<file path="config.mk">
export PLATFORM = sky130hd
export DESIGN_NAME = bitmap_fragment_allocator_unit
export DESIGN_NICKNAME = d
export VERILOG_FILES = /design/src/hw/rtl/bfa_pkg.sv /design/src/hw/rtl/bfa_map.sv /design/src/hw/rtl/bfa_divider.sv /design/src/hw/rtl/bitmap_fragment_allocator_unit.sv
export SDC_FILE = /design/constraint.sdc
export NUM_CORES = 2
export LEC_CHECK = 0
export ABC_AREA = 1
export BUFFER_PORTS_ARGS = -buffer_cell sky130_fd_sc_hd__buf_2
export CORE_MARGIN = 8
export CORE_UTILIZATION = 40
export CTS_CLUSTER_DIAMETER = 60
export CTS_CLUSTER_SIZE = 28
export DETAILED_ROUTE_END_ITERATION = 7
export MAX_ROUTING_LAYER = met4
export SLEW_MARGIN = 10
export SYNTH_ARGS = -nofsm -noshare
export SYNTH_HDL_FRONTEND = slang
export SYNTH_SLANG_ARGS = --single-unit
</file>
<file path="constraint.sdc">
create_clock -name clock -period 19.2 [get_ports clock]
set_clock_uncertainty 0.05 [all_clocks]
set_input_delay 3.84 -clock clock [delete_from_list [all_inputs] [get_ports clock]]
set_output_delay 3.84 -clock clock [all_outputs]
set_load 0.005 [all_outputs]
</file>
<file path="src/hw/rtl/bfa_pkg.sv">
`timescale 1ns / 1ps
// Shared types and constants for the bitmap fragment allocator.
// No dependencies.
package bfa_pkg;

   localparam int ADDR_W   = 48;
   localparam int STRIDE_W = 18;
   localparam int COUNT_W  = 11;
   localparam int REQ_W    = 7;
   localparam int WORD_W   = 64;
   localparam int BOFF_W   = 6;
   localparam int CSR_IDX_W = 2;

   typedef enum logic [1:0] {
      STATUS_GRANTED  = 2'd0,
      STATUS_NONE     = 2'd1,
      STATUS_RELEASED = 2'd2,
      STATUS_RANGE    = 2'd3
   } status_type;

   typedef enum logic {
      MODE_ALLOC   = 1'b0,
      MODE_RELEASE = 1'b1
   } mode_type;

   typedef enum logic [CSR_IDX_W-1:0] {
      CSR_BASE   = 2'd0,
      CSR_STRIDE = 2'd1,
      CSR_COUNT  = 2'd2,
      CSR_SPARE  = 2'd3
   } csr_index_type;

   typedef struct packed {
      logic busy;
      logic done;
   } div_status_type;

endpackage

</file>
<file path="src/hw/rtl/bfa_map.sv">
`timescale 1ns / 1ps
// Usage bitmap storage: one word written and one word read per cycle.
// Depends on bfa_pkg.
module bfa_map #(
   parameter int DEPTH = 16,
   parameter int AW    = 4
) (
   input  logic                   clock,
   input  logic                   wr_en,
   input  logic [AW-1:0]          wr_addr,
   input  logic [bfa_pkg::WORD_W-1:0] wr_data,
   input  logic [AW-1:0]          rd_addr,
   output logic [bfa_pkg::WORD_W-1:0] rd_data
);
   import bfa_pkg::*;

   logic [WORD_W-1:0] mem [DEPTH];
   logic [WORD_W-1:0] rd_data_ff;

   always_ff @(posedge clock) begin
      if (wr_en) begin
         mem[wr_addr] <= wr_data;
      end
      rd_data_ff <= mem[rd_addr];
   end

   assign rd_data = rd_data_ff;
endmodule

</file>
<file path="src/hw/rtl/bfa_divider.sv">
`timescale 1ns / 1ps
// Bit-serial restoring divider: address offset by fragment stride.
// Depends on bfa_pkg.
module bfa_divider (
   input  logic                         clock,
   input  logic                         reset,
   input  logic                         start,
   input  logic [bfa_pkg::ADDR_W-1:0]   dividend,
   input  logic [bfa_pkg::STRIDE_W-1:0] divisor,
   output bfa_pkg::div_status_type      status,
   output logic [bfa_pkg::ADDR_W-1:0]   quotient
);
   import bfa_pkg::*;

   localparam int CNT_W = $clog2(ADDR_W + 1);

   logic [ADDR_W-1:0]   num_ff, num_in;
   logic [ADDR_W-1:0]   quo_ff, quo_in;
   logic [STRIDE_W-1:0] rem_ff, rem_in;
   logic [STRIDE_W-1:0] div_ff, div_in;
   logic [CNT_W-1:0]    cnt_ff, cnt_in;
   logic                busy_ff, busy_in;
   logic                done_ff, done_in;
   logic [STRIDE_W:0]   trial;
   logic [STRIDE_W:0]   diff;

   always_comb begin
      num_in  = num_ff;
      quo_in  = quo_ff;
      rem_in  = rem_ff;
      div_in  = div_ff;
      cnt_in  = cnt_ff;
      busy_in = busy_ff;
      done_in = 1'b0;
      trial   = {rem_ff, num_ff[ADDR_W-1]};
      diff    = trial - {1'b0, div_ff};
      if (start) begin
         num_in  = dividend;
         div_in  = divisor;
         rem_in  = '0;
         quo_in  = '0;
         cnt_in  = '0;
         busy_in = 1'b1;
      end else if (busy_ff) begin
         num_in = {num_ff[ADDR_W-2:0], 1'b0};
         if (trial >= {1'b0, div_ff}) begin
            rem_in = diff[STRIDE_W-1:0];
            quo_in = {quo_ff[ADDR_W-2:0], 1'b1};
         end else begin
            rem_in = trial[STRIDE_W-1:0];
            quo_in = {quo_ff[ADDR_W-2:0], 1'b0};
         end
         cnt_in = cnt_ff + 1'b1;
         if (cnt_ff == CNT_W'(ADDR_W - 1)) begin
            busy_in = 1'b0;
            done_in = 1'b1;
         end
      end
   end

   always_ff @(posedge clock) begin
      if (reset) begin
         busy_ff <= 1'b0;
         done_ff <= 1'b0;
         cnt_ff  <= '0;
      end else begin
         busy_ff <= busy_in;
         done_ff <= done_in;
         cnt_ff  <= cnt_in;
      end
      num_ff <= num_in;
      quo_ff <= quo_in;
      rem_ff <= rem_in;
      div_ff <= div_in;
   end

   assign status.busy = busy_ff;
   assign status.done = done_ff;
   assign quotient    = quo_ff;
endmodule

</file>
<file path="src/hw/rtl/bitmap_fragment_allocator_unit.sv">
`timescale 1ns / 1ps
// Next-fit bitmap fragment allocator: sequencer, grant list and output word.
// Depends on bfa_pkg, bfa_map and bfa_divider.
//
//  channel | ports                              | content
//  req     | req_tvalid/tready/tdata/tuser      | tdata: request_count, release_address; tuser: mode
//  rsp     | rsp_tvalid/tready/tdata/tlast      | tdata: fragment_index, fragment_address, status, segment_full
//  csr     | csr_we/csr_index/csr_wdata         | segment_base, fragment_stride, fragment_count
//
// Allocate: each bitmap word touched is read, loaded, scanned bit by bit from the pointer
// until a stop, and written back; then each result word goes through list read, multiply,
// load and hand over.
// Release: the serial divider, then the map update (read, load, clear) and the result.
// After reset a clearing pass over the MAX_FRAGMENTS/64 (rounded up) bitmap words holds req_tready low.
// A stalled result word holds the sequencer; one item is worked on at a time.
module bitmap_fragment_allocator_unit #(
   parameter int MAX_FRAGMENTS = 1024,
   parameter int MAX_REQUEST   = 64
) (
   input  logic        clock,
   input  logic        reset,
   input  logic        req_tvalid,
   output logic        req_tready,
   input  logic [55:0] req_tdata,   // request_count[6:0], release_address[54:7]
   input  logic        req_tuser,   // mode
   output logic        rsp_tvalid,
   input  logic        rsp_tready,
   output logic [((($clog2(MAX_FRAGMENTS) + 51) + 7) / 8) * 8 - 1:0] rsp_tdata,
                                    // fragment_index, fragment_address, status, segment_full
   output logic        rsp_tlast,
   input  logic        csr_we,
   input  logic [bfa_pkg::CSR_IDX_W-1:0] csr_index,
   input  logic [bfa_pkg::ADDR_W-1:0]    csr_wdata
);
   import bfa_pkg::*;

   localparam int IW        = $clog2(MAX_FRAGMENTS);
   localparam int RDW       = (((IW + 51) + 7) / 8) * 8;
   localparam int CW        = $clog2(MAX_FRAGMENTS + 1);
   localparam int MAP_WORDS = (MAX_FRAGMENTS + WORD_W - 1) / WORD_W;
   localparam int AW        = (MAP_WORDS > 1) ? $clog2(MAP_WORDS) : 1;
   localparam int RQW       = $clog2(MAX_REQUEST + 1);
   localparam int LA        = (MAX_REQUEST > 1) ? $clog2(MAX_REQUEST) : 1;
   localparam int PW        = IW + STRIDE_W;

   typedef enum logic [11:0] {
      ST_CLEAR = 12'b000000000001,
      ST_IDLE  = 12'b000000000010,
      ST_DIV   = 12'b000000000100,
      ST_RD    = 12'b000000001000,
      ST_LOAD  = 12'b000000010000,
      ST_SCAN  = 12'b000000100000,
      ST_WB    = 12'b000001000000,
      ST_RCLR  = 12'b000010000000,
      ST_EM_RD = 12'b000100000000,
      ST_MUL   = 12'b001000000000,
      ST_OUT   = 12'b010000000000,
      ST_WAIT  = 12'b100000000000
   } state_type;

   state_type state_ff, state_in;

   logic [ADDR_W-1:0]   base_ff;
   logic [STRIDE_W-1:0] stride_ff;
   logic [COUNT_W-1:0]  count_ff;
   logic [CW-1:0]       n_eff;

   logic [CW-1:0]       ss_ff, ss_in;
   logic [CW-1:0]       pos_ff, pos_in;
   logic [RQW-1:0]      want_ff, want_in;
   logic [RQW-1:0]      gcnt_ff, gcnt_in;
   logic [RQW-1:0]      emit_ff, emit_in;
   logic [AW-1:0]       clr_ff, clr_in;
   logic [AW-1:0]       waddr_ff, waddr_in;
   logic [WORD_W-1:0]   word_ff, word_in;
   logic                mode_ff, mode_in;
   logic                stop_ff, stop_in;
   logic                nil_ff, nil_in;
   logic [1:0]          nil_st_ff, nil_st_in;
   logic [PW-1:0]       prod_ff, prod_in;
   logic [IW-1:0]       eidx_ff, eidx_in;

   logic [IW-1:0]       list_mem [MAX_REQUEST];
   logic [IW-1:0]       list_q_ff;
   logic                list_we;

   logic                rv_ff, rv_in;
   logic                rl_ff, rl_in;
   logic [IW-1:0]       ridx_ff, ridx_in;
   logic [ADDR_W-1:0]   raddr_ff, raddr_in;
   logic [1:0]          rst_ff, rst_in;
   logic                rfull_ff, rfull_in;

   logic                map_we;
   logic [AW-1:0]       map_waddr;
   logic [WORD_W-1:0]   map_wdata;
   logic [AW-1:0]       map_raddr;
   logic [WORD_W-1:0]   map_rdata;

   logic                div_start;
   div_status_type      div_status;
   logic [ADDR_W-1:0]   div_q;

   logic [31:0]         posx;
   logic [BOFF_W-1:0]   boff;
   logic [31:0]         reqx;
   logic [IW-1:0]       mul_src;

   bfa_map #(.DEPTH(MAP_WORDS), .AW(AW)) u_map (
      .clock   (clock),
      .wr_en   (map_we),
      .wr_addr (map_waddr),
      .wr_data (map_wdata),
      .rd_addr (map_raddr),
      .rd_data (map_rdata)
   );

   bfa_divider u_div (
      .clock    (clock),
      .reset    (reset),
      .start    (div_start),
      .dividend (req_tdata[54:7] - base_ff),
      .divisor  (stride_ff),
      .status   (div_status),
      .quotient (div_q)
   );

   assign n_eff = (32'(count_ff) < MAX_FRAGMENTS) ? CW'(count_ff) : CW'(MAX_FRAGMENTS);
   assign posx  = 32'(pos_ff);
   assign boff  = posx[BOFF_W-1:0];
   assign reqx  = 32'(req_tdata[6:0]);
   assign mul_src = mode_ff ? pos_ff[IW-1:0] : list_q_ff;

   assign req_tready = (state_ff == ST_IDLE);
   assign div_start  = req_tvalid && req_tready && (req_tuser == MODE_RELEASE);
   assign list_we    = (state_ff == ST_SCAN) && !(want_ff == '0 || pos_ff >= n_eff)
                       && !word_ff[boff];

   always_comb begin
      map_we    = 1'b0;
      map_waddr = waddr_ff;
      map_wdata = word_ff;
      case (state_ff)
         ST_CLEAR: begin
            map_we    = 1'b1;
            map_waddr = clr_ff;
            map_wdata = '0;
         end
         ST_WB: begin
            map_we = 1'b1;
         end
         ST_RCLR: begin
            map_we = 1'b1;
            map_wdata[boff] = 1'b0;
         end
         default: begin
            map_we = 1'b0;
         end
      endcase
   end

   assign map_raddr = waddr_ff;

   always_comb begin
      state_in   = state_ff;
      ss_in      = ss_ff;
      pos_in     = pos_ff;
      want_in    = want_ff;
      gcnt_in    = gcnt_ff;
      emit_in    = emit_ff;
      clr_in     = clr_ff;
      waddr_in   = waddr_ff;
      word_in    = word_ff;
      mode_in    = mode_ff;
      stop_in    = stop_ff;
      nil_in     = nil_ff;
      nil_st_in  = nil_st_ff;
      prod_in    = prod_ff;
      eidx_in    = eidx_ff;
      rv_in      = rv_ff;
      rl_in      = rl_ff;
      ridx_in    = ridx_ff;
      raddr_in   = raddr_ff;
      rst_in     = rst_ff;
      rfull_in   = rfull_ff;
      case (state_ff)
         ST_CLEAR: begin
            clr_in = clr_ff + 1'b1;
            if (32'(clr_ff) == MAP_WORDS - 1) begin
               state_in = ST_IDLE;
            end
         end
         ST_IDLE: begin
            if (req_tvalid) begin
               mode_in = req_tuser;
               gcnt_in = '0;
               emit_in = '0;
               nil_in  = 1'b0;
               want_in = (reqx > MAX_REQUEST) ? RQW'(MAX_REQUEST) : RQW'(reqx);
               if (req_tuser == MODE_RELEASE) begin
                  state_in = ST_DIV;
               end else if (req_tdata[6:0] == '0 || ss_ff >= n_eff) begin
                  nil_in    = 1'b1;
                  nil_st_in = STATUS_NONE;
                  state_in  = ST_OUT;
               end else begin
                  pos_in   = ss_ff;
                  waddr_in = AW'(32'(ss_ff) >> BOFF_W);
                  state_in = ST_RD;
               end
            end
         end
         ST_DIV: begin
            if (div_status.done) begin
               if (div_q >= ADDR_W'(n_eff)) begin
                  nil_in    = 1'b1;
                  nil_st_in = STATUS_RANGE;
                  state_in  = ST_OUT;
               end else begin
                  pos_in   = div_q[CW-1:0];
                  waddr_in = AW'(div_q >> BOFF_W);
                  state_in = ST_RD;
               end
            end
         end
         ST_RD: begin
            state_in = ST_LOAD;
         end
         ST_LOAD: begin
            word_in  = map_rdata;
            state_in = mode_ff ? ST_RCLR : ST_SCAN;
         end
         ST_SCAN: begin
            if (want_ff == '0 || pos_ff >= n_eff) begin
               ss_in    = pos_ff;
               stop_in  = 1'b1;
               state_in = ST_WB;
            end else begin
               if (!word_ff[boff]) begin
                  word_in[boff] = 1'b1;
                  gcnt_in = gcnt_ff + 1'b1;
                  want_in = want_ff - 1'b1;
               end
               pos_in = pos_ff + 1'b1;
               if (boff == '1) begin
                  stop_in  = 1'b0;
                  state_in = ST_WB;
               end
            end
         end
         ST_WB: begin
            if (stop_ff) begin
               if (gcnt_ff == '0) begin
                  nil_in    = 1'b1;
                  nil_st_in = STATUS_NONE;
                  state_in  = ST_OUT;
               end else begin
                  state_in = ST_EM_RD;
               end
            end else begin
               waddr_in = AW'(32'(pos_ff) >> BOFF_W);
               state_in = ST_RD;
            end
         end
         ST_RCLR: begin
            if (pos_ff < ss_ff) begin
               ss_in = pos_ff;
            end
            state_in = ST_MUL;
         end
         ST_EM_RD: begin
            state_in = ST_MUL;
         end
         ST_MUL: begin
            prod_in  = mul_src * stride_ff;
            eidx_in  = mul_src;
            state_in = ST_OUT;
         end
         ST_OUT: begin
            rv_in    = 1'b1;
            rfull_in = (ss_ff >= n_eff);
            if (nil_ff) begin
               ridx_in  = '0;
               raddr_in = '0;
               rst_in   = nil_st_ff;
               rl_in    = 1'b1;
            end else begin
               ridx_in  = eidx_ff;
               raddr_in = base_ff + ADDR_W'(prod_ff);
               rst_in   = mode_ff ? STATUS_RELEASED : STATUS_GRANTED;
               rl_in    = mode_ff || (emit_ff == gcnt_ff - 1'b1);
            end
            state_in = ST_WAIT;
         end
         ST_WAIT: begin
            if (rsp_tready) begin
               rv_in = 1'b0;
               if (rl_ff) begin
                  state_in = ST_IDLE;
               end else begin
                  emit_in  = emit_ff + 1'b1;
                  state_in = ST_EM_RD;
               end
            end
         end
         default: begin
            state_in = ST_IDLE;
         end
      endcase
   end

   always_ff @(posedge clock) begin
      if (list_we) begin
         list_mem[gcnt_ff[LA-1:0]] <= pos_ff[IW-1:0];
      end
      list_q_ff <= list_mem[emit_ff[LA-1:0]];
   end

   always_ff @(posedge clock) begin
      if (reset) begin
         state_ff  <= ST_CLEAR;
         clr_ff    <= '0;
         ss_ff     <= '0;
         rv_ff     <= 1'b0;
         base_ff   <= '0;
         stride_ff <= STRIDE_W'(12);
         count_ff  <= COUNT_W'(1024);
      end else begin
         state_ff <= state_in;
         clr_ff   <= clr_in;
         ss_ff    <= ss_in;
         rv_ff    <= rv_in;
         if (csr_we) begin
            case (csr_index)
               CSR_BASE:   base_ff   <= csr_wdata;
               CSR_STRIDE: stride_ff <= csr_wdata[STRIDE_W-1:0];
               CSR_COUNT:  count_ff  <= csr_wdata[COUNT_W-1:0];
               default:    count_ff  <= count_ff;
            endcase
         end
      end
      pos_ff     <= pos_in;
      want_ff    <= want_in;
      gcnt_ff    <= gcnt_in;
      emit_ff    <= emit_in;
      waddr_ff   <= waddr_in;
      word_ff    <= word_in;
      mode_ff    <= mode_in;
      stop_ff    <= stop_in;
      nil_ff     <= nil_in;
      nil_st_ff  <= nil_st_in;
      prod_ff    <= prod_in;
      eidx_ff    <= eidx_in;
      rl_ff      <= rl_in;
      ridx_ff    <= ridx_in;
      raddr_ff   <= raddr_in;
      rst_ff     <= rst_in;
      rfull_ff   <= rfull_in;
   end

   assign rsp_tvalid = rv_ff;
   assign rsp_tlast  = rl_ff;
   assign rsp_tdata  = RDW'({rfull_ff, rst_ff, raddr_ff, ridx_ff});
endmodule

</file>
==> metrics.cfg <==
[power_and_ir_drop]
irDropWorstVdd_uv=115.8
power_density_nw_per_um2=123.6
power_mw=13.61
seqPwrFrac=0.451
p_comb_frac=0.285
power_switching_share=0.3588
clock_power_share=0.264
p_leak_nw=40.72
p_sw_mw=4.884
intPower_mw=8.728

[layout]
syn_to_final_growth_pct=10.06
final_common_cell=edfxtp_1
final_nets=9525
final_cell_mix=edfxtp_1 (1,934), nand2_1 (1,448), nor2_1 (1,167)
instances_no_fill=12540
design_area_sq_um=110100
utilization=0.4429
drive_gt1_frac=0.07074

[place]
pre_cts_ws_ps=11910
detailed_place_hpwl_um=175100
port_buffers=174
dpl_cell_area_sq_um=104500
place.gp.congestion=0.9817
dpl.cell_count=12250

[clock_network]
cts-root-buf=clkbuf_16
clkTransAtPathRegs_ps=90
post_cts_buffers=0
cts.sinks=2187
clock_path_buffers=3
cts_tree=yes
htree_levels=4
cts_buffers=150
cts_resized=0
clk_latency_ps=850
cts-hold-fix-buffers=0

[worst_setup_path]
crit_path_end_kind=register
ff2ff_setup_slack_ps=11870
worstSetupPathType=register to register
cp_cell_sequence=inv_1, nand2_1, o21ai_0, clkinv_1, nand2_1, fa_1, inv_1, fa_1, fa_1, fa_1, inv_1, fa_1, inv_1, ha_1, nand2_1, nor2_1, nand4_1, o211ai_1, nand4_1, nand4_1, nand2_1
crit_family=adder cells
startpoint_type=register
worstReg2RegStart=pos_ff[1]
arrival_ps=7870
crit_top_cell=fa_1
cp-startpoint=pos_ff[1]
cp.required_ps=19740
reg2reg_to=prod_ff[27]
crit_slowest_cell=inv_1
cp_max_fo=21
critPathBufInv=5
slowest_delay_ps=820
worst_r2r_path_depth=21

[sta]
min_period_ps=7331
fmax_ghz=0.1364
hold_viol_final=0
tightest_slew_ps=1308
timing.hold.ws_ps=414.5
setup_ws_ps=11870
fin_crit_sh=0.3818
max-slew-margin-rel=0.1235
final-setup-viol-count=0
rsz0062_at_grt=false
finalSetupTns_ps=0
final_max_slew_viol_count=0

[floorplanning]
rows=183
start_util=0.4024
design.core.area_sq_um=248700
die_h_um=516.2
fp.dieW_um=516.2
ioPinCount=179
design.die.area_sq_um=266400

[hold_path]
hold_class=register to register
holdPathStages=2
min_from=count_ff[9]
min_to=count_ff[9]

[global_routing]
grt_start_max_net_pins=240
overflow=0
grt_pass1_vias=67390
antenna_found_initial=8
grt_pass1_wl_um=426400
grt_use_total=0.2145

[yosys]
syn_inst=9083
yosysSeqAreaShare=0.6310
synthXorXnorAreaFrac=0.006389
synth.avg_cell_area_sq_um=11.02
synth-edff-count=1934
synth_seq_cells=2187
synth_area_sq_um=100100
synth_top_area_frac=0.5804
synthArstFlopShare=0
synth_ff_type=edfxtp_1
synth_area_leaders=edfxtp_1 (58%), nand2_1 (5.4%), dfxtp_1 (5.1%)
synthMuxAreaShare=0.02501
synth_cell_types=49
synth_top_family_by_area=simple AND/OR/NAND/NOR gates
synth_fa_ha_area_frac=0.05181
ys_warn_count=0
synthSimpleGateAreaFrac=0.1292
synth_compound_area_frac=0.1106
yosysTopAreaCell=edfxtp_1

[flow_run]
maxCapViolCount=0

[routing]
wl_um=286800
wl_per_cell_um=22.87
vias=69480
dr.first_iter.drc_count=6935
viasPerCell=5.541
postRouteAntennaNets=0
first_pass_iters=6
drcViolationCount=0

[status]
status=completed

-- worst max-delay path by stage --
stage	slack (ps)	depth (start not counted)	to
2_1_floorplan	11400	11	word_ff[0]
3_3_place_gp	11940	21	prod_ff[27]
3_5_place_dp	11910	21	prod_ff[27]
4_1_cts	11850	21	prod_ff[27]
5_1_grt	11420	21	prod_ff[27]
6_report	11870	21	prod_ff[27]
-- logic make-up (layout without fill, tap and decap cells) --
| group | Yosys count | in the layout |
|---|---|---|
| mux | 250 | 250 |
| fa+ha+maj | 337 | 337 |
| simple gates | 3211 | 3211 |
| buf+inv | 1191 | 1309 |
| xor+xnor | 73 | 73 |
| flops | 2187 | 2187 |
| compound gates | 1833 | 1833 |
| other cells | 1 | 11 |
-- sequential cells by signal, indices dropped and copies added (netlist names), 28 cells and up --
register / count
raddr_ff: 48
word_ff: 64
u_map.rd_data: 64
u_div.num_ff: 48
prod_ff: 28
base_ff: 48
u_map.mem: 1024
list_mem: 640
u_div.quotient: 48
-- metal layers --
metal,share of wire,global-route usage
met5,0,-
met4,0.033,0.06672
met3,0.069,0.02995
met2,0.47,0.3419
met1,0.43,0.2864
-- worst min-delay path: cells and delay by family (launching register included) --
| kind | cells | cell delay, ps |
|---|---|---|
| AOI/OAI and AO/OA | 1 | 50 |
| buffers and inverters | 1 | 50 |
| DFF | 1 | 320 |
-- power groups by stage --
stage / logic (mW) / clock network (mW) / registers [mW]
final: 3.88 / 3.60 / 6.14
after global routing: 4.29 / 3.85 / 6.17
after CTS: 3.86 / 3.68 / 6.14
after detailed placement: 3.84 / 0 / 6.25
after global placement: 3.78 / 0 / 6.23
after floorplan: 2.48 / 0 / 6.27
-- cell usage after synthesis, drive strengths merged, types with 2 or more instances --
library cell  count
edfxtp         1934
nand2          1455
nor2           1193
o21ai           758
inv             724
a21oi           400
nand3           387
clkbuf          351
o221ai          262
dfxtp           253
mux2i           250
ha              208
fa              129
o211ai          116
buf             107
o22ai            77
nor3             76
a31oi            68
a22oi            47
nand4            45
o32ai            42
xor2             41
xnor2            32
o21a             22
nor4             16
a21o             15
nand3b           14
o21bai           13
or2              13
clkinv            9
a21boi            5
and2              4
and3              4
nor3b             3
o311ai            3
a221oi            2
o2111ai           2
-- cell type report --
class	instances	area, sq um
repair buffers	297	1832
flip-flops and latches	2187	63140
fillers	23110	138500
clock inverters	120	1750
clock buffers	159	3871
inverters	733	2774
diodes	8	20.02
well taps	3330	4167
multi-input cells	5707	32580
No activity file was read; power rests on OpenSTA's default activity.
